File: config.mk
export PLATFORM = sky130hd
export DESIGN_NAME = timestamp_ext_encoder_top
export DESIGN_NICKNAME = d
export VERILOG_FILES = /design/src/tse_pkg.sv /design/src/timestamp_ext_encoder_top.sv
export SDC_FILE = /design/constraint.sdc
export NUM_CORES = 1
export LEC_CHECK = 0
export ABC_AREA = 1
export BUFFER_PORTS_ARGS = -buffer_cell sky130_fd_sc_hd__buf_4
export CAP_MARGIN = 25
export CORE_ASPECT_RATIO = 1.75
export CORE_UTILIZATION = 40
export CTS_CLUSTER_DIAMETER = 150
export DETAILED_ROUTE_END_ITERATION = 10
export RECOVER_POWER = 50
export SYNTH_ARGS = -nofsm -noshare
export SYNTH_HDL_FRONTEND = slang
export SYNTH_SLANG_ARGS = --single-unit
File: constraint.sdc
create_clock -name clock -period 4.2 [get_ports clock]
set_clock_uncertainty 0.05 [all_clocks]
set_input_delay 0.21 -clock clock [delete_from_list [all_inputs] [get_ports clock]]
set_output_delay 0.21 -clock clock [all_outputs]
set_load 0.03 [all_outputs]
File: src/tse_pkg.sv
// Package for the timestamp extension encoder.
// Holds the beat payload types, the sequencer state type and the size and code helpers.
// No dependencies.
`default_nettype none

package tse_pkg;

   typedef struct packed {
      logic signed [63:0] seconds;
      logic        [31:0] nanoseconds;
      logic signed [15:0] utc_offset_value;
      logic               dst_flag;
   } req_payload_type;

   typedef struct packed {
      logic [7:0] out_byte;
      logic       is_descriptor;
      logic       last_byte;
   } rsp_payload_type;

   typedef enum logic [2:0] {
      ST_IDLE,
      ST_DESC,
      ST_SEC,
      ST_NSEC,
      ST_OFS_HI,
      ST_OFS_LO
   } tse_state_type;

   localparam logic [7:0]  OFS_PRESENT_CODE = 8'h20;
   localparam logic [15:0] OFS_DST_SET      = 16'hc000;
   localparam logic [15:0] OFS_DST_CLEAR    = 16'h3fff;

   // Fewest two's-complement bytes that hold the value; zero needs none.
   function automatic logic [3:0] signed_size(input logic [63:0] v);
      logic [3:0]  res;
      logic [63:0] top;
      logic [63:0] all_ones;
      res = 4'd8;
      for (int n = 7; n >= 1; n--) begin
         top      = v >> (8 * n - 1);
         all_ones = 64'hffff_ffff_ffff_ffff >> (8 * n - 1);
         if (top == 64'd0 || top == all_ones) begin
            res = 4'(n);
         end
      end
      if (v == 64'd0) begin
         res = 4'd0;
      end
      return res;
   endfunction

   // Fewest unsigned bytes that hold the value; zero needs none.
   function automatic logic [2:0] unsigned_size(input logic [31:0] v);
      logic [2:0] res;
      if (v == 32'd0)             res = 3'd0;
      else if (v[31:8] == 24'd0)  res = 3'd1;
      else if (v[31:16] == 16'd0) res = 3'd2;
      else if (v[31:24] == 8'd0)  res = 3'd3;
      else                        res = 3'd4;
      return res;
   endfunction

   function automatic logic [7:0] sec_code(input logic [3:0] ss);
      logic [7:0] res;
      case (ss)
         4'd0:    res = 8'h00;
         4'd1:    res = 8'h80;
         4'd2:    res = 8'h84;
         4'd3:    res = 8'h88;
         4'd4:    res = 8'h8c;
         4'd5:    res = 8'h90;
         4'd6:    res = 8'h94;
         4'd7:    res = 8'h98;
         default: res = 8'h9c;
      endcase
      return res;
   endfunction

   function automatic logic [7:0] nsec_code(input logic [2:0] ns);
      logic [7:0] res;
      case (ns)
         3'd0:    res = 8'h00;
         3'd1:    res = 8'h40;
         3'd2:    res = 8'h41;
         3'd3:    res = 8'h42;
         default: res = 8'h43;
      endcase
      return res;
   endfunction

endpackage

`default_nettype wire

File: src/timestamp_ext_encoder_top.sv
// Top level of the timestamp extension encoder.
// Depends on tse_pkg for payload types, the sequencer state type and the code helpers.
`default_nettype none

// The encoder takes one timestamp beat (signed seconds, unsigned nanoseconds, signed UTC
// offset and a DST flag) and returns it as a stream of byte beats: a descriptor byte,
// then the seconds trimmed to their fewest two's-complement bytes, then the nanoseconds
// trimmed to their fewest unsigned bytes, both most significant byte first, and finally
// two offset bytes when the offset is nonzero. The first beat carries is_descriptor and
// the final beat carries last_byte; an all-zero timestamp gives a single descriptor beat
// marked as both. A timestamp is captured and then emitted byte by byte: a single byte
// selector over the held seconds or nanoseconds word produces one byte per cycle under a
// small sequencer while the output stage has room. While a timestamp is being emitted
// req_stall is high. The output is a registered stage, so a stall on the result side
// holds the current byte and pauses the sequencer without losing anything; a new
// timestamp can be captured while the final byte of the previous one still waits to be
// taken.
module timestamp_ext_encoder_top (
   input  wire                       clock,
   input  wire                       reset,
   input  wire                       req_valid,
   output logic                      req_stall,
   input  tse_pkg::req_payload_type  req_data,
   output logic                      rsp_valid,
   input  wire                       rsp_stall,
   output tse_pkg::rsp_payload_type  rsp_data
);
   import tse_pkg::*;

   // Sequencer and byte counters.
   tse_state_type   state_ff, state_in;
   logic [3:0]      emit_count_ff, emit_count_in;
   logic [3:0]      total_bytes_ff, total_bytes_in;
   logic [3:0]      sec_cnt_ff, sec_cnt_in;
   logic [2:0]      nsec_cnt_ff, nsec_cnt_in;
   logic            has_ofs_ff, has_ofs_in;

   // Captured timestamp, held for the whole emission.
   logic [63:0]     sec_ff;
   logic [31:0]     nsec_ff;
   logic [15:0]     ofs_ff, ofs_in;
   logic [7:0]      desc_ff, desc_in;

   // Output register stage.
   logic            rsp_valid_ff, rsp_valid_in;
   rsp_payload_type rsp_data_ff, rsp_data_in;

   logic            req_accept;
   logic            room;
   logic            last;
   logic [3:0]      ss_w;
   logic [2:0]      ns_w;
   logic [63:0]     byte_word;
   logic [2:0]      byte_idx;
   logic [7:0]      picked_byte;

   assign req_stall  = (state_ff != ST_IDLE);
   assign req_accept = req_valid && !req_stall;
   assign rsp_valid  = rsp_valid_ff;
   assign rsp_data   = rsp_data_ff;

   // The output stage can take a new byte when it is empty or its byte leaves now.
   assign room = !rsp_valid_ff || !rsp_stall;
   assign last = ((emit_count_ff + 4'd1) == total_bytes_ff);

   // Shared byte selector: picks byte (count - 1) of the seconds or nanoseconds word.
   assign byte_word   = (state_ff == ST_NSEC) ? {32'd0, nsec_ff} : sec_ff;
   assign byte_idx    = (state_ff == ST_NSEC) ? (nsec_cnt_ff - 3'd1) : sec_cnt_ff[2:0] - 3'd1;
   assign picked_byte = byte_word[{byte_idx, 3'b000} +: 8];

   // Size detection and descriptor formation for the incoming timestamp.
   always_comb begin
      ss_w       = signed_size(req_data.seconds);
      ns_w       = unsigned_size(req_data.nanoseconds);
      has_ofs_in = (req_data.utc_offset_value != 16'sd0);
      desc_in    = sec_code(ss_w) | nsec_code(ns_w);
      ofs_in     = req_data.utc_offset_value;
      if (has_ofs_in) begin
         desc_in = desc_in | OFS_PRESENT_CODE;
         ofs_in  = req_data.dst_flag ? (ofs_in | OFS_DST_SET) : (ofs_in & OFS_DST_CLEAR);
      end
   end

   always_ff @(posedge clock) begin
      if (reset) begin
         state_ff       <= ST_IDLE;
         emit_count_ff  <= 4'd0;
         total_bytes_ff <= 4'd0;
         sec_cnt_ff     <= 4'd0;
         nsec_cnt_ff    <= 3'd0;
         has_ofs_ff     <= 1'b0;
         rsp_valid_ff   <= 1'b0;
      end else begin
         state_ff       <= state_in;
         emit_count_ff  <= emit_count_in;
         total_bytes_ff <= total_bytes_in;
         sec_cnt_ff     <= sec_cnt_in;
         nsec_cnt_ff    <= nsec_cnt_in;
         rsp_valid_ff   <= rsp_valid_in;
         if (req_accept) begin
            has_ofs_ff <= has_ofs_in;
         end
      end
   end

   // Payload registers carry no reset.
   always_ff @(posedge clock) begin
      rsp_data_ff <= rsp_data_in;
      if (req_accept) begin
         sec_ff  <= req_data.seconds;
         nsec_ff <= req_data.nanoseconds;
         ofs_ff  <= ofs_in;
         desc_ff <= desc_in;
      end
   end

   // Sequencer: next state, counters and the byte presented to the output stage.
   always_comb begin
      state_in       = state_ff;
      emit_count_in  = emit_count_ff;
      total_bytes_in = total_bytes_ff;
      sec_cnt_in     = sec_cnt_ff;
      nsec_cnt_in    = nsec_cnt_ff;
      rsp_valid_in   = rsp_valid_ff && rsp_stall;
      rsp_data_in    = rsp_data_ff;

      unique case (state_ff)
         ST_IDLE: begin
            if (req_accept) begin
               sec_cnt_in     = ss_w;
               nsec_cnt_in    = ns_w;
               total_bytes_in = 4'd1 + ss_w + {1'b0, ns_w} + (has_ofs_in ? 4'd2 : 4'd0);
               emit_count_in  = 4'd0;
               state_in       = ST_DESC;
            end
         end
         ST_DESC: begin
            if (room) begin
               rsp_valid_in              = 1'b1;
               rsp_data_in.out_byte      = desc_ff;
               rsp_data_in.is_descriptor = 1'b1;
               rsp_data_in.last_byte     = last;
               emit_count_in             = emit_count_ff + 4'd1;
               if (sec_cnt_ff != 4'd0)       state_in = ST_SEC;
               else if (nsec_cnt_ff != 3'd0) state_in = ST_NSEC;
               else if (has_ofs_ff)          state_in = ST_OFS_HI;
               else                          state_in = ST_IDLE;
            end
         end
         ST_SEC: begin
            if (room) begin
               rsp_valid_in              = 1'b1;
               rsp_data_in.out_byte      = picked_byte;
               rsp_data_in.is_descriptor = 1'b0;
               rsp_data_in.last_byte     = last;
               emit_count_in             = emit_count_ff + 4'd1;
               sec_cnt_in                = sec_cnt_ff - 4'd1;
               if (sec_cnt_ff == 4'd1) begin
                  if (nsec_cnt_ff != 3'd0) state_in = ST_NSEC;
                  else if (has_ofs_ff)     state_in = ST_OFS_HI;
                  else                     state_in = ST_IDLE;
               end
            end
         end
         ST_NSEC: begin
            if (room) begin
               rsp_valid_in              = 1'b1;
               rsp_data_in.out_byte      = picked_byte;
               rsp_data_in.is_descriptor = 1'b0;
               rsp_data_in.last_byte     = last;
               emit_count_in             = emit_count_ff + 4'd1;
               nsec_cnt_in               = nsec_cnt_ff - 3'd1;
               if (nsec_cnt_ff == 3'd1) begin
                  state_in = has_ofs_ff ? ST_OFS_HI : ST_IDLE;
               end
            end
         end
         ST_OFS_HI: begin
            if (room) begin
               rsp_valid_in              = 1'b1;
               rsp_data_in.out_byte      = ofs_ff[15:8];
               rsp_data_in.is_descriptor = 1'b0;
               rsp_data_in.last_byte     = 1'b0;
               emit_count_in             = emit_count_ff + 4'd1;
               state_in                  = ST_OFS_LO;
            end
         end
         ST_OFS_LO: begin
            if (room) begin
               rsp_valid_in              = 1'b1;
               rsp_data_in.out_byte      = ofs_ff[7:0];
               rsp_data_in.is_descriptor = 1'b0;
               rsp_data_in.last_byte     = 1'b1;
               emit_count_in             = emit_count_ff + 4'd1;
               state_in                  = ST_IDLE;
            end
         end
         default: begin
            state_in = ST_IDLE;
         end
      endcase
   end

`ifndef SYNTHESIS
   // A captured timestamp always starts with its descriptor byte.
   assert property (@(posedge clock) disable iff (reset)
      req_accept |=> (state_ff == ST_DESC))
      else $error("capture did not start descriptor emission");

   // While emitting, the byte count stays below the planned total.
   assert property (@(posedge clock) disable iff (reset)
      (state_ff != ST_IDLE) |-> (total_bytes_ff != 4'd0 && emit_count_ff < total_bytes_ff))
      else $error("emitted byte count overran the planned total");

   // Loading the final byte returns the sequencer to idle.
   assert property (@(posedge clock) disable iff (reset)
      (state_ff != ST_IDLE && room && last) |=> (state_ff == ST_IDLE))
      else $error("sequencer kept running after the final byte");

   // The descriptor byte is presented only as the first byte of a timestamp.
   assert property (@(posedge clock) disable iff (reset)
      (state_ff == ST_DESC && room) |-> (emit_count_ff == 4'd0))
      else $error("descriptor byte not first in its timestamp");
`endif

endmodule

`default_nettype wire
==> flow_summary.json <==
{
  "status": "finished clean",
  "cts.sink_count": 150,
  "synthCells": 815,
  "synth_top_area_share": 0.518,
  "yosysUniqueCellTypes": 44,
  "slew_headroom": 0.148,
  "rows": 66,
  "critical_path_arrival_ps": 4040,
  "crit_path_frequent_cell": "nor2_1",
  "drc": 0,
  "post_cts_buffers": 0,
  "grtUsageTotal": 0.236,
  "synth.area.top_cells": "edfxtp_1, nand2_1, nor2_1",
  "cts.repair.resized": 0,
  "clk_pin_slew_worst_paths_ps": 60,
  "drive_gt1_frac": 0.0864,
  "met3_length_um": 808,
  "cap_violations": 0,
  "grt_pass1_wl_um": 33700,
  "hold_viol": 0,
  "worst_slack_ps": 409,
  "synth.avg_cell_area_sq_um": 9.24,
  "yosysWarnings": 0,
  "core_region_area_sq_um": 18500,
  "n_antenna_cell": 0,
  "leakagePower_uw": 0.00380,
  "timing.final.crit_period_ps": 3790,
  "hold_buffers": 111,
  "ys_async_sr_fraction": 0,
  "grt_pass1_vias": 6474,
  "pre_cts_ws_ps": 591,
  "finalWirelength_um": 22200,
  "placed_area_sq_um": 8680,
  "antenna_found_initial": 0,
  "drt_iter0_markers": 376,
  "setup_viol_count_final": 0,
  "start_util": 0.407,
  "dpl.hpwl_um": 16100,
  "end_kind": "flip-flop",
  "die_x_um": 106,
  "viasPerCell": 5.07,
  "synth_top_area_cell": "edfxtp_1",
  "synthFlopType": "edfxtp_1",
  "top_layer_used": "met4",
  "p_per_area_nw_per_um2": 571,
  "crit_type": "input pin to flip-flop",
  "num-fill-cells": 1790,
  "ys_seq_area_frac": 0.572,
  "cts_tree": "done",
  "dr.pass1.iters": 5,
  "timing_max_transition_violations_final": 0,
  "cp_max_fo": 4,
  "cts_max_level": 4,
  "area_delta_synth_final_pct": 32.3,
  "whs_ps": 73.7,
  "die_area_sq_um": 19400,
  "synth_edf_count": 130,
  "synthesis.area_sq_um": 7530,
  "met2WireLength_um": 12700,
  "fin_setup_tns_ps": 0,
  "hold_class": "input pin to flip-flop",
  "syn_nets": 948,
  "path_buf_inv": 7,
  "fmax_ghz": 0.264,
  "ys_ff_latch": 150,
  "grt-ovfl-total": 0,
  "crit_path_max_incr_delay_ps": 540,
  "cts_made_buffers": 17,
  "wl_per_cell_um": 17.1,
  "cp_top_family": "simple AND/OR/NAND/NOR gates",
  "m1WireLength_um": 7400,
  "final_area_sq_um": 9960,
  "tightest_slew_ps": 1280,
  "vias": 6606,
  "ir_worst_vdd_uv": 252,
  "cp-start-kind": "input pin",
  "io_buffers": 128,
  "rsz0062_at_grt": "no",
  "io_pins": 129,
  "cts_root_buf": "clkbuf_16",
  "crit_chain": "dlygate4sd3_1, clkbuf_1, nor2_1, nand3_1, nor2_1, nand3_1, nor2_1, nor2_1, inv_1, nor2_1, nor2_1, inv_1, fa_1, inv_1, ha_1, inv_1, fa_1, xnor2_1, a21oi_1, o21ai_0, o211ai_1, inv_1",
  "final_nets": 1186,
  "worstPathRequired_ps": 4450,
  "slowest_stage": "dlygate4sd3_1",
  "dieHeight_um": 184,
  "min_period_over_period": 0.903,
  "routabilityCongestion": 0.901,
  "cts_buffer_depth": 2,
  "ant_nets": 0,
  "grt_max_degree": 71,
  "clk_latency_ps": 420,
  "finalPower_uw": 5690
}
[routing by layer]
layer | vias to the layer above | GRT usage
met4 | 0 | 0.142
met1 | 3056 | 0.227
met2 | 226 | 0.465
met5 | - | 0
li1 | 3251 | -
met3 | 73 | 0.0301
[cell usage after synthesis (12+ instances only)]
cell and count:
dfxtp_1 20, nor2_1 140, buf_2 12, nand2_1 168
or2_2 17, inv_1 62, nand3_1 24, o21ai_0 58
ha_1 14, edfxtp_1 130, nand4_1 12, a21oi_1 51
o21ai_1 21
[final cells by class]
| cell class | instances | area, sq um | share of cell area |
|---|---|---|---|
| Inverter | 72 | 275 | 0.0276 |
| Tap cell | 238 | 298 | 0.0299 |
| Multi-Input combinational cell | 569 | 2790 | 0.280 |
| Clock inverter | 12 | 131 | 0.0132 |
| Timing Repair Buffer | 243 | 1730 | 0.174 |
| Sequential cell | 150 | 4300 | 0.432 |
| Clock buffer | 19 | 433 | 0.0434 |
[cells in the final DEF (no fill, tap or decap), drive strengths merged, types with 2 or more instances in the layout]
cell         count
ha              14
o21ai           81
dfxtp           20
nor3             5
a21oi           53
nor2           142
clkbuf         142
xnor2            4
clkinv           7
a31oi           10
o21bai           8
nor4             9
inv             72
o211ai           4
nand2          170
bufinv           2
or2             17
clkinvlp         3
nand3           25
buf              9
nand4           12
edfxtp         130
fa               2
xor2             6
dlygate4sd3    111
[registers in the layout, indices dropped and copies added, names as in the netlist]
signal and cells:
sec_cnt_ff 4, sec_ff 64, total_bytes_ff 4, has_ofs_ff 1, state_ff 3, ofs_ff 16
emit_count_ff 4, rsp_data 10, rsp_valid 1, nsec_ff 32, desc_ff 8, nsec_cnt_ff 3
[report_power, final]
group	internal [uW]	switching, uW	leakage [uW]
registers	2090	125	0.00136
clock network	871	601	0.000267
logic	603	1400	0.00217
total	3560	2130	0.00380
[stage by stage]
| step | cells | utilization |
|---|---|---|
| after floorplan | 815 | - |
| after global placement | 1161 | 0.469 |
| after detailed placement | 1161 | 0.469 |
| after CTS | 1303 | 0.560 |
| after global routing | 1303 | 0.539 |
| final | 1303 | 0.539 |
[final timing paths]
check	cells after the start	start	slack [ps]	endpoint
worst max-delay path	22	req_data[104]	410	total_bytes_ff[3]$_SDFFE_PP0P_
worst min-delay path	3	req_data[0]	70	ofs_ff[14]$_DFFE_PP_
worst max register to register	11	state_ff[2]$_SDFFE_PP0P_	880	rsp_data[2]$_DFFE_PP_
worst min register to register	2	emit_count_ff[3]$_SDFFE_PP0P_	430	emit_count_ff[3]$_SDFFE_PP0P_
[cells by family (layout without fill, tap and decap cells)]
family                     Yosys count  in the layout  synth area share
DFF                                150            150             0.572
and+or+nand+nor                    383            383             0.216
buffers and inverters               96            346            0.0555
adders and majority gates           16             16            0.0286
xor gates and xnor gates            10             10            0.0116
AOI/OAI and AO/OA                  160            160             0.117
[worst min-delay path, cell delays in order]
cell and delay [ps]:
buf_4 80, inv_1 50, nor2_1 90
No activity file was read; power rests on OpenSTA's default activity.
